File: config.mk
export PLATFORM = sky130hd
export DESIGN_NAME = gap_fill_and_max_subarray
export DESIGN_NICKNAME = d
export VERILOG_FILES = /design/src/gfms_pkg.sv /design/src/gfms_acc.sv /design/src/gfms_seq.sv /design/src/gap_fill_and_max_subarray.sv
export SDC_FILE = /design/constraint.sdc
export NUM_CORES = 1
export LEC_CHECK = 0
export BUFFER_PORTS_ARGS = -buffer_cell sky130_fd_sc_hd__clkbuf_2
export CAP_MARGIN = 20
export CORE_MARGIN = 2
export CORE_UTILIZATION = 29
export DETAILED_ROUTE_END_ITERATION = 10
export PLACE_DENSITY = 0.45
export SYNTH_ARGS = -nofsm -noshare
export SYNTH_HDL_FRONTEND = slang
export SYNTH_SLANG_ARGS = --single-unit
File: constraint.sdc
create_clock -name i_clk -period 14.8 [get_ports i_clk]
set_input_delay 2.96 -clock i_clk [delete_from_list [all_inputs] [get_ports i_clk]]
set_output_delay 2.96 -clock i_clk [all_outputs]
set_load 0.01 [all_outputs]
File: src/gfms_pkg.sv
// ----------------------------------------------------------------------------
// gfms_pkg: shared types and codes for the gap filler
// Sequencer states, result kind codes and the control groups that pass
// between the sequencer, the sum unit and the top level.
// ----------------------------------------------------------------------------
package gfms_pkg;

    localparam int unsigned KIND_BITS = 2;

    localparam logic [KIND_BITS-1:0] KIND_SAMPLE = 2'd0;
    localparam logic [KIND_BITS-1:0] KIND_SUM    = 2'd1;
    localparam logic [KIND_BITS-1:0] KIND_ERROR  = 2'd2;

    typedef enum logic [2:0] {
        S_IDLE,
        S_CALC,
        S_EMIT,
        S_ERR,
        S_SUM
    } t_state;

    // Strobes from the sequencer to the running sum unit.
    typedef struct packed {
        logic update;
        logic clear;
    } t_acc_ctl;

    // Result request from the sequencer to the output register.
    typedef struct packed {
        logic                 load;
        logic [KIND_BITS-1:0] kind;
        logic                 last;
    } t_emit;

endpackage

File: src/gfms_acc.sv
// ----------------------------------------------------------------------------
// gfms_acc: saturating maximum subarray sum unit
// One shared saturating add and compare, used once per emitted sample to
// advance the running sum and the best sum.
// ----------------------------------------------------------------------------
module gfms_acc
    import gfms_pkg::*;
#(
    parameter int SAMPLE_BITS = 16,
    parameter int SUM_BITS    = 48
) (
    input  logic                       i_clk,
    input  logic                       i_rst_n,
    input  t_acc_ctl                   i_ctl,
    input  logic signed [SAMPLE_BITS-1:0] i_val,
    output logic signed [SUM_BITS-1:0] o_best
);

    localparam int EXT_BITS = (SAMPLE_BITS > SUM_BITS) ? SAMPLE_BITS : SUM_BITS;

    localparam logic [SUM_BITS-1:0] SUM_MIN = {1'b1, {(SUM_BITS-1){1'b0}}};
    localparam logic [SUM_BITS-1:0] SUM_MAX = {1'b0, {(SUM_BITS-1){1'b1}}};

    logic signed [SUM_BITS-1:0] r_run;
    logic signed [SUM_BITS-1:0] n_run;
    logic signed [SUM_BITS-1:0] r_best;
    logic signed [SUM_BITS-1:0] n_best;
    logic                       r_have_any;

    logic signed [EXT_BITS-1:0] w_ext;
    logic signed [SUM_BITS-1:0] w_clamp;
    logic        [SUM_BITS:0]   w_add;
    logic                       w_fits;
    logic                       w_run_pos;

    always_comb begin
        w_ext  = EXT_BITS'(i_val);
        // The sample fits when all bits above the sum's sign agree with it.
        w_fits = (&w_ext[EXT_BITS-1:SUM_BITS-1]) || !(|w_ext[EXT_BITS-1:SUM_BITS-1]);
        if (w_fits) begin
            w_clamp = w_ext[SUM_BITS-1:0];
        end else if (w_ext[EXT_BITS-1]) begin
            w_clamp = SUM_MIN;
        end else begin
            w_clamp = SUM_MAX;
        end

        w_run_pos = !r_run[SUM_BITS-1] && (|r_run);
        w_add     = {r_run[SUM_BITS-1], r_run} + {w_clamp[SUM_BITS-1], w_clamp};

        if (r_have_any && w_run_pos) begin
            if (w_add[SUM_BITS] != w_add[SUM_BITS-1]) begin
                n_run = w_add[SUM_BITS] ? SUM_MIN : SUM_MAX;
            end else begin
                n_run = w_add[SUM_BITS-1:0];
            end
        end else begin
            n_run = w_clamp;
        end

        if (!r_have_any || (n_run >= r_best)) begin
            n_best = n_run;
        end else begin
            n_best = r_best;
        end
    end

    always_ff @(posedge i_clk) begin
        if (!i_rst_n || i_ctl.clear) begin
            r_run      <= '0;
            r_best     <= SUM_MIN;
            r_have_any <= 1'b0;
        end else if (i_ctl.update) begin
            r_run      <= n_run;
            r_best     <= n_best;
            r_have_any <= 1'b1;
        end
    end

    assign o_best = r_best;

endmodule

File: src/gfms_seq.sv
// ----------------------------------------------------------------------------
// gfms_seq: gap fill sequencer
// Holds the pending gap count and the last emitted sample, and steps through
// the fills of a closed gap one sample at a time.
// ----------------------------------------------------------------------------
module gfms_seq
    import gfms_pkg::*;
#(
    parameter int SAMPLE_BITS = 16,
    parameter int MAX_GAP     = 62
) (
    input  logic                          i_clk,
    input  logic                          i_rst_n,
    input  logic                          i_valid,
    output logic                          o_ready,
    input  logic signed [SAMPLE_BITS-1:0] i_sample,
    input  logic                          i_missing,
    input  logic                          i_last_in,
    input  logic                          i_out_free,
    output t_emit                         o_emit,
    output t_acc_ctl                      o_acc,
    output logic signed [SAMPLE_BITS-1:0] o_val
);

    localparam int CNT_W = $clog2(MAX_GAP + 2);

    t_state r_state;
    t_state n_state;

    logic signed [SAMPLE_BITS-1:0] r_prev;
    logic                          r_have_prev;
    logic [CNT_W-1:0]              r_pending;
    logic [CNT_W-1:0]              r_cnt;
    logic                          r_final;
    logic signed [SAMPLE_BITS-1:0] r_sample;
    logic                          r_missing;
    logic                          r_last;
    logic signed [SAMPLE_BITS-1:0] r_val;

    logic                          w_accept;
    logic                          w_hold;
    logic                          w_gap_full;
    logic                          w_more;
    logic        [SAMPLE_BITS:0]   w_pair;
    logic signed [SAMPLE_BITS-1:0] w_fill;

    assign w_accept   = i_valid && o_ready;
    assign w_hold     = i_missing && !i_last_in;
    assign w_gap_full = (r_pending == CNT_W'(MAX_GAP));
    assign w_more     = (r_cnt != '0) || r_final;

    // Arithmetic shift of the widened sum gives the floor of the mean.
    always_comb begin
        w_pair = {r_prev[SAMPLE_BITS-1], r_prev} + {r_sample[SAMPLE_BITS-1], r_sample};
        if (r_cnt == '0) begin
            w_fill = r_sample;
        end else if (r_missing) begin
            w_fill = r_have_prev ? r_prev : '0;
        end else begin
            w_fill = r_have_prev ? signed'(w_pair[SAMPLE_BITS:1]) : r_sample;
        end
    end

    always_comb begin
        n_state = r_state;
        unique case (r_state)
            S_IDLE: begin
                if (w_accept) begin
                    if (w_hold) begin
                        n_state = w_gap_full ? S_ERR : S_IDLE;
                    end else begin
                        n_state = S_CALC;
                    end
                end
            end
            S_CALC: n_state = S_EMIT;
            S_EMIT: begin
                if (i_out_free) begin
                    if (w_more) begin
                        n_state = S_CALC;
                    end else begin
                        n_state = r_last ? S_SUM : S_IDLE;
                    end
                end
            end
            S_ERR: begin
                if (i_out_free) begin
                    n_state = S_IDLE;
                end
            end
            S_SUM: begin
                if (i_out_free) begin
                    n_state = S_IDLE;
                end
            end
            default: n_state = S_IDLE;
        endcase
    end

    always_comb begin
        o_ready       = 1'b0;
        o_emit.load   = 1'b0;
        o_emit.kind   = KIND_SAMPLE;
        o_emit.last   = 1'b0;
        o_acc.update  = 1'b0;
        o_acc.clear   = 1'b0;
        unique case (r_state)
            S_IDLE: o_ready = 1'b1;
            S_CALC: ;
            S_EMIT: begin
                o_emit.load  = i_out_free;
                o_emit.kind  = KIND_SAMPLE;
                o_emit.last  = !w_more && !r_last;
                o_acc.update = i_out_free;
            end
            S_ERR: begin
                o_emit.load = i_out_free;
                o_emit.kind = KIND_ERROR;
                o_emit.last = 1'b1;
            end
            S_SUM: begin
                o_emit.load = i_out_free;
                o_emit.kind = KIND_SUM;
                o_emit.last = 1'b1;
                o_acc.clear = i_out_free;
            end
            default: ;
        endcase
    end

    always_ff @(posedge i_clk) begin
        if (!i_rst_n) begin
            r_state     <= S_IDLE;
            r_prev      <= '0;
            r_have_prev <= 1'b0;
            r_pending   <= '0;
            r_cnt       <= '0;
            r_final     <= 1'b0;
        end else begin
            r_state <= n_state;
            unique case (r_state)
                S_IDLE: begin
                    if (w_accept) begin
                        if (w_hold) begin
                            r_pending <= w_gap_full ? '0 : r_pending + 1'b1;
                        end else begin
                            r_cnt     <= i_missing ? r_pending + 1'b1 : r_pending;
                            r_final   <= !i_missing;
                            r_pending <= '0;
                        end
                    end
                end
                S_CALC: begin
                    if (r_cnt != '0) begin
                        r_cnt <= r_cnt - 1'b1;
                    end else begin
                        r_final <= 1'b0;
                    end
                end
                S_EMIT: begin
                    if (i_out_free) begin
                        r_prev      <= r_val;
                        r_have_prev <= 1'b1;
                    end
                end
                S_ERR: ;
                S_SUM: begin
                    if (i_out_free) begin
                        r_prev      <= '0;
                        r_have_prev <= 1'b0;
                    end
                end
                default: ;
            endcase
        end
    end

    always_ff @(posedge i_clk) begin
        if (w_accept) begin
            r_sample  <= i_sample;
            r_missing <= i_missing;
            r_last    <= i_last_in;
        end
        if (r_state == S_CALC) begin
            r_val <= w_fill;
        end
    end

    assign o_val = r_val;

endmodule

File: src/gap_fill_and_max_subarray.sv
// ----------------------------------------------------------------------------
// gap_fill_and_max_subarray: missing sample filler with maximum subarray sum
// Top level: sequencer, sum unit and the result register.
// ----------------------------------------------------------------------------
// Usage.
// The input channel (i_valid / o_ready) takes one sample beat with a missing
// flag and a last mark. A missing beat that is not last is counted and gives
// no result; o_ready is back high in the next cycle. A present sample closes
// the gap: each pending sample is filled with the floor of the mean of the
// previous output and the new sample, then the sample itself follows. A
// missing last beat fills the open gap with the previous output. After a
// last beat, one more result carries the saturated maximum subarray sum, and
// the block returns to its reset state for the next sequence. A gap longer
// than MAX_GAP gives one error result and drops the gap; that beat holds
// o_ready low until the error result is loaded.
// Each emitted sample is first filled (S_CALC), then loaded and accumulated
// (S_EMIT), so an item holds o_ready low until all of its results are
// loaded, plus the sum result after a last beat; results are held in the
// result register that drives the output channel (o_valid / i_ready).
// A stalled receiver holds the result register and the sequencer waits.
// Reset is synchronous and clears all sequence state.
// ----------------------------------------------------------------------------
module gap_fill_and_max_subarray
    import gfms_pkg::*;
#(
    parameter int SAMPLE_BITS = 16,
    parameter int MAX_GAP     = 62,
    parameter int SUM_BITS    = 48
) (
    input  logic                          i_clk,
    input  logic                          i_rst_n,
    input  logic                          i_valid,
    output logic                          o_ready,
    input  logic signed [SAMPLE_BITS-1:0] i_sample,
    input  logic                          i_missing,
    input  logic                          i_last_in,
    output logic                          o_valid,
    input  logic                          i_ready,
    output logic [KIND_BITS-1:0]          o_kind,
    output logic signed [SUM_BITS-1:0]    o_value,
    output logic                          o_last_out
);

    localparam int EXT_BITS = (SAMPLE_BITS > SUM_BITS) ? SAMPLE_BITS : SUM_BITS;

    t_emit                         w_emit;
    t_acc_ctl                      w_acc;
    logic signed [SAMPLE_BITS-1:0] w_val;
    logic signed [SUM_BITS-1:0]    w_best;
    logic signed [EXT_BITS-1:0]    w_val_ext;
    logic                          w_out_free;

    logic                          r_valid;
    logic [KIND_BITS-1:0]          r_kind;
    logic signed [SUM_BITS-1:0]    r_value;
    logic                          r_last;
    logic signed [SUM_BITS-1:0]    n_value;

    assign w_out_free = !r_valid || i_ready;

    gfms_seq #(
        .SAMPLE_BITS (SAMPLE_BITS),
        .MAX_GAP     (MAX_GAP)
    ) u_seq (
        .i_clk      (i_clk),
        .i_rst_n    (i_rst_n),
        .i_valid    (i_valid),
        .o_ready    (o_ready),
        .i_sample   (i_sample),
        .i_missing  (i_missing),
        .i_last_in  (i_last_in),
        .i_out_free (w_out_free),
        .o_emit     (w_emit),
        .o_acc      (w_acc),
        .o_val      (w_val)
    );

    gfms_acc #(
        .SAMPLE_BITS (SAMPLE_BITS),
        .SUM_BITS    (SUM_BITS)
    ) u_acc (
        .i_clk   (i_clk),
        .i_rst_n (i_rst_n),
        .i_ctl   (w_acc),
        .i_val   (w_val),
        .o_best  (w_best)
    );

    // A sample wider than the sum is reported by its low bits.
    always_comb begin
        w_val_ext = EXT_BITS'(w_val);
        unique case (w_emit.kind)
            KIND_SAMPLE: n_value = w_val_ext[SUM_BITS-1:0];
            KIND_SUM:    n_value = w_best;
            default:     n_value = '0;
        endcase
    end

    always_ff @(posedge i_clk) begin
        if (!i_rst_n) begin
            r_valid <= 1'b0;
        end else if (w_emit.load) begin
            r_valid <= 1'b1;
        end else if (i_ready) begin
            r_valid <= 1'b0;
        end
    end

    always_ff @(posedge i_clk) begin
        if (w_emit.load) begin
            r_kind  <= w_emit.kind;
            r_value <= n_value;
            r_last  <= w_emit.last;
        end
    end

    assign o_valid    = r_valid;
    assign o_kind     = r_kind;
    assign o_value    = r_value;
    assign o_last_out = r_last;

endmodule

==> reports/metrics.csv <==
stage,metric,value,unit
sta,setup_viol,0,
global_route,antenna_found_initial,1,
run_status,violations,design-rule violations,
pwr,clock_power_share,39.3,%
floorplan,rows,79,
pwr,comb_power_share,19.8,%
pwr,pwr-share-seq,40.9,%
yosys,synth_edf_count,85,
pwr,peakVddDrop,0.0810,mV
sta,fin_crit,7720,ps
yosys,syn_inst,1635,
cts,post_cts_buffers,0,
floorplan,dieArea,49000,µm²
cts,numClockSinks,216,
drt,wl_per_cell,18.6,µm
cts,clkTransAtPathRegs,60,ps
floorplan,chipHeight,221,µm
final_layout,drive_above_1_share,10.2,%
cts,cts_hold_buf,0,
placed_design,dpl_cell_area,14700,µm²
pwr,power.density,107,nW/µm²
critical_path,endpoint_kind,flip-flop,
critical_path,required,15290,ps
yosys,ys_seq_area_share,37.7,%
flow_run,drv_cap,0,
floorplan,core,46700,µm²
floorplan,initial_core_util,29.4,%
sta,setup_tns,0,ps
drt,ant_nets,0,
critical_path,start_kind,flip-flop,
sta,fmax,130,MHz
yosys,yosysUniqueCellTypes,76,
drt,via_per_inst,5.21,
global_route,overflow,0,
drt,drt_first_pass_iters,8,
sta,fin_skew,8.85,ps
pwr,swShare,30.2,%
global_route,grt_pass1_wl,67400,µm
final_layout,fillers,4950,
final_layout,final_cell_area,15500,µm²
sta,tightest_slew,1040,ps
drt,drc_errors,4,
drt,routed_wl,42800,µm
drt,first_iter_violations,678,
pwr,p_sw,0.000502,W
floorplan,die_width,221,µm
pwr,internal_power,0.00116,W
cts,numCtsBuffers,25,
global_route,grt_pass1_vias,11800,
cts,cts-resized-gates,0,
placed_design,gp_congestion,0.934,
critical_path,cp_max_fo,36,
yosys,synth_nets,1773,
yosys,ys_dominant_reg_cell,dfxtp_1,
yosys,async_flop_share,0,%
final_layout,area_growth,13.3,%
yosys,syn_avg_cell_area,8.39,µm²
worst_hold_path,min_path_type,flip-flop to flip-flop,
yosys,ys_ff_latch,216,
yosys,netlist_area,13700,µm²
cts,cts-root-buf,clkbuf_16,
final_layout,diodes,0,
global_route,grt_start_max_net_pins,52,
yosys,yosys_warnings,0,
sta,hold_violations,0,
run_status,status,"complete, but fails checks",
global_route,grt_util_all_layers,17.3,%
drt,vias,12000,
sta,drv_slew,0,
floorplan,ios,75,
sta,relSlewSlack,29.9,%
placed_design,dp_hpwl,32600,µm
sta,rsz0062_at_grt,no,
cts,cts_buffer_depth,3,
critical_path,arrival,8210,ps
final_layout,layout.nets,1814,
pwr,power.leakage,6.15,nW
cts,clock_latency,550,ps
sta,post-route-period-util,52.2,%
placed_design,port_buffers,74,
final_layout,most-common-layout-cells,"196 x nand2_1, 159 x nor2_1, 158 x a21oi_1, 131 x dfxtp_1, 114 x ha_1",
cts,cts_tree,built,
cts,htree_levels,1,
critical_path,crit_type,flip-flop to flip-flop,
final_layout,final_common_cell,nand2_1,
## routing by layer
| layer | track usage [%] | part of all wire (%) | up-vias |
|---|---|---|---|
| met1 | 21.7 | 44 | 5622 |
| met3 | 2.51 | 3.9 | 88 |
| li1 | - | - | 6030 |
| met2 | 29.4 | 47 | 239 |
| met5 | 0 | 0.021 | - |
| met4 | 7.52 | 4.8 | 2 |
## metrics by stage
step | instances | util, % | total power, W | worst slack, ps | hold slack [ps]
floorplan | 1635 | - | 0.000919 | 8410 | 439
global placement | 2254 | 31.4 | 0.00102 | 7260 | 457
detailed placement | 2255 | 31.5 | 0.00102 | 7190 | 456
CTS | 2300 | 33.3 | 0.00168 | 7160 | 465
global route | 2301 | 33.3 | 0.00175 | 6480 | 487
finish | 2301 | 33.3 | 0.00166 | 7080 | 462
## state kept, by name (all words and copies together) (netlist names)
| signal | flops |
|---|---|
| u_seq.r_missing | 1 |
| u_seq.r_pending | 6 |
| o_value | 48 |
| u_seq.r_last | 1 |
| u_acc.r_run | 48 |
| u_seq.r_have_prev | 1 |
| u_seq.r_final | 1 |
| o_last_out | 1 |
| u_acc.o_best | 48 |
| u_seq.r_sample | 16 |
| u_seq.r_cnt | 6 |
| o_kind | 2 |
| u_acc.r_have_any | 1 |
| u_seq.o_val | 16 |
| u_seq.r_state | 3 |
| u_seq.r_prev | 16 |
| o_valid | 1 |
## cell usage after synthesis (all sizes together), types with 9 or more instances
| cell type | number | area [µm²] |
|---|---|---|
| a211oi | 11 | 87.6 |
| a21boi | 9 | 67.6 |
| a21o | 31 | 233 |
| a21oi | 159 | 800 |
| a22o | 19 | 166 |
| a22oi | 36 | 270 |
| a31oi | 16 | 100 |
| and2 | 16 | 100 |
| and3 | 16 | 105 |
| buf | 18 | 116 |
| clkbuf | 59 | 221 |
| dfxtp | 131 | 2620 |
| edfxtp | 85 | 2550 |
| ha | 114 | 1430 |
| inv | 71 | 267 |
| nand2 | 199 | 754 |
| nand2b | 16 | 100 |
| nand3 | 19 | 95.1 |
| nand4 | 30 | 188 |
| nor2 | 163 | 628 |
| nor2b | 36 | 225 |
| nor3 | 20 | 100 |
| nor4 | 20 | 125 |
| o211ai | 15 | 113 |
| o21ai | 169 | 898 |
| or2 | 11 | 68.8 |
| xnor2 | 31 | 272 |
| xor2 | 24 | 210 |
## final cells by class
cell class                 count  area (µm²)  area share (%)
clock buffer                  33         707            4.55
clock inverter                12         148           0.950
multi-input combinational   1269        7960            51.2
tap                          607         759            4.89
sequential                   216        5170            33.3
inverter                      73         274            1.76
timing repair buffer          91         515            3.32
## path summary, 6_finish.rpt
| check | start | end | slack (ps) | cells after the start |
|---|---|---|---|---|
| max | u_seq.o_val[15] | u_acc.o_best[33] | 7080 | 23 |
| min | u_acc.o_best[30] | u_acc.o_best[30] | 460 | 2 |
| max reg2reg | u_seq.o_val[15] | u_acc.o_best[33] | 7080 | 23 |
| min reg2reg | u_acc.o_best[30] | u_acc.o_best[30] | 460 | 2 |
## power groups by stage
stage	Combinational (W)	Sequential, W	Clock (W)
final	0.000330	0.000679	0.000653
after global routing	0.000374	0.000682	0.000693
after CTS	0.000332	0.000679	0.000673
after detailed placement	0.000330	0.000692	0
after global placement	0.000328	0.000692	0
after floorplan	0.000235	0.000684	0
## worst max-delay path, cell delays in order (launching register included)
cell and delay [ps]:
edfxtp_1 360, buf_4 280, ha_1 510, and4_1 280, nand2_1 100, or4_1 500, a211o_1 350, a2111oi_4 450
or3_1 240, nand2_2 110, o21ai_4 660, nor2_1 320, nor2_1 160, ha_1 140, nand4_1 130, nor4_1 570
nand3_1 240, nor4_1 400, nor4_1 120, mux2i_1 210, nor2_1 720, nand2_1 160, nor2_1 390, a22o_1 190
## cell families (layout without fill, tap and decap cells)
family | after synthesis | count (layout) | share of synthesized area [%]
AO/OA/AOI/OAI | 522 | 522 | 23.7
XOR/XNOR | 55 | 55 | 3.51
adder cells (fa/ha/maj) | 118 | 118 | 10.8
buffers and inverters | 150 | 209 | 4.46
flip-flops | 216 | 216 | 37.7
multiplexers | 3 | 3 | 0.228
AND/OR/NAND/NOR | 571 | 571 | 19.6
No activity file was read; power rests on OpenSTA's default activity.
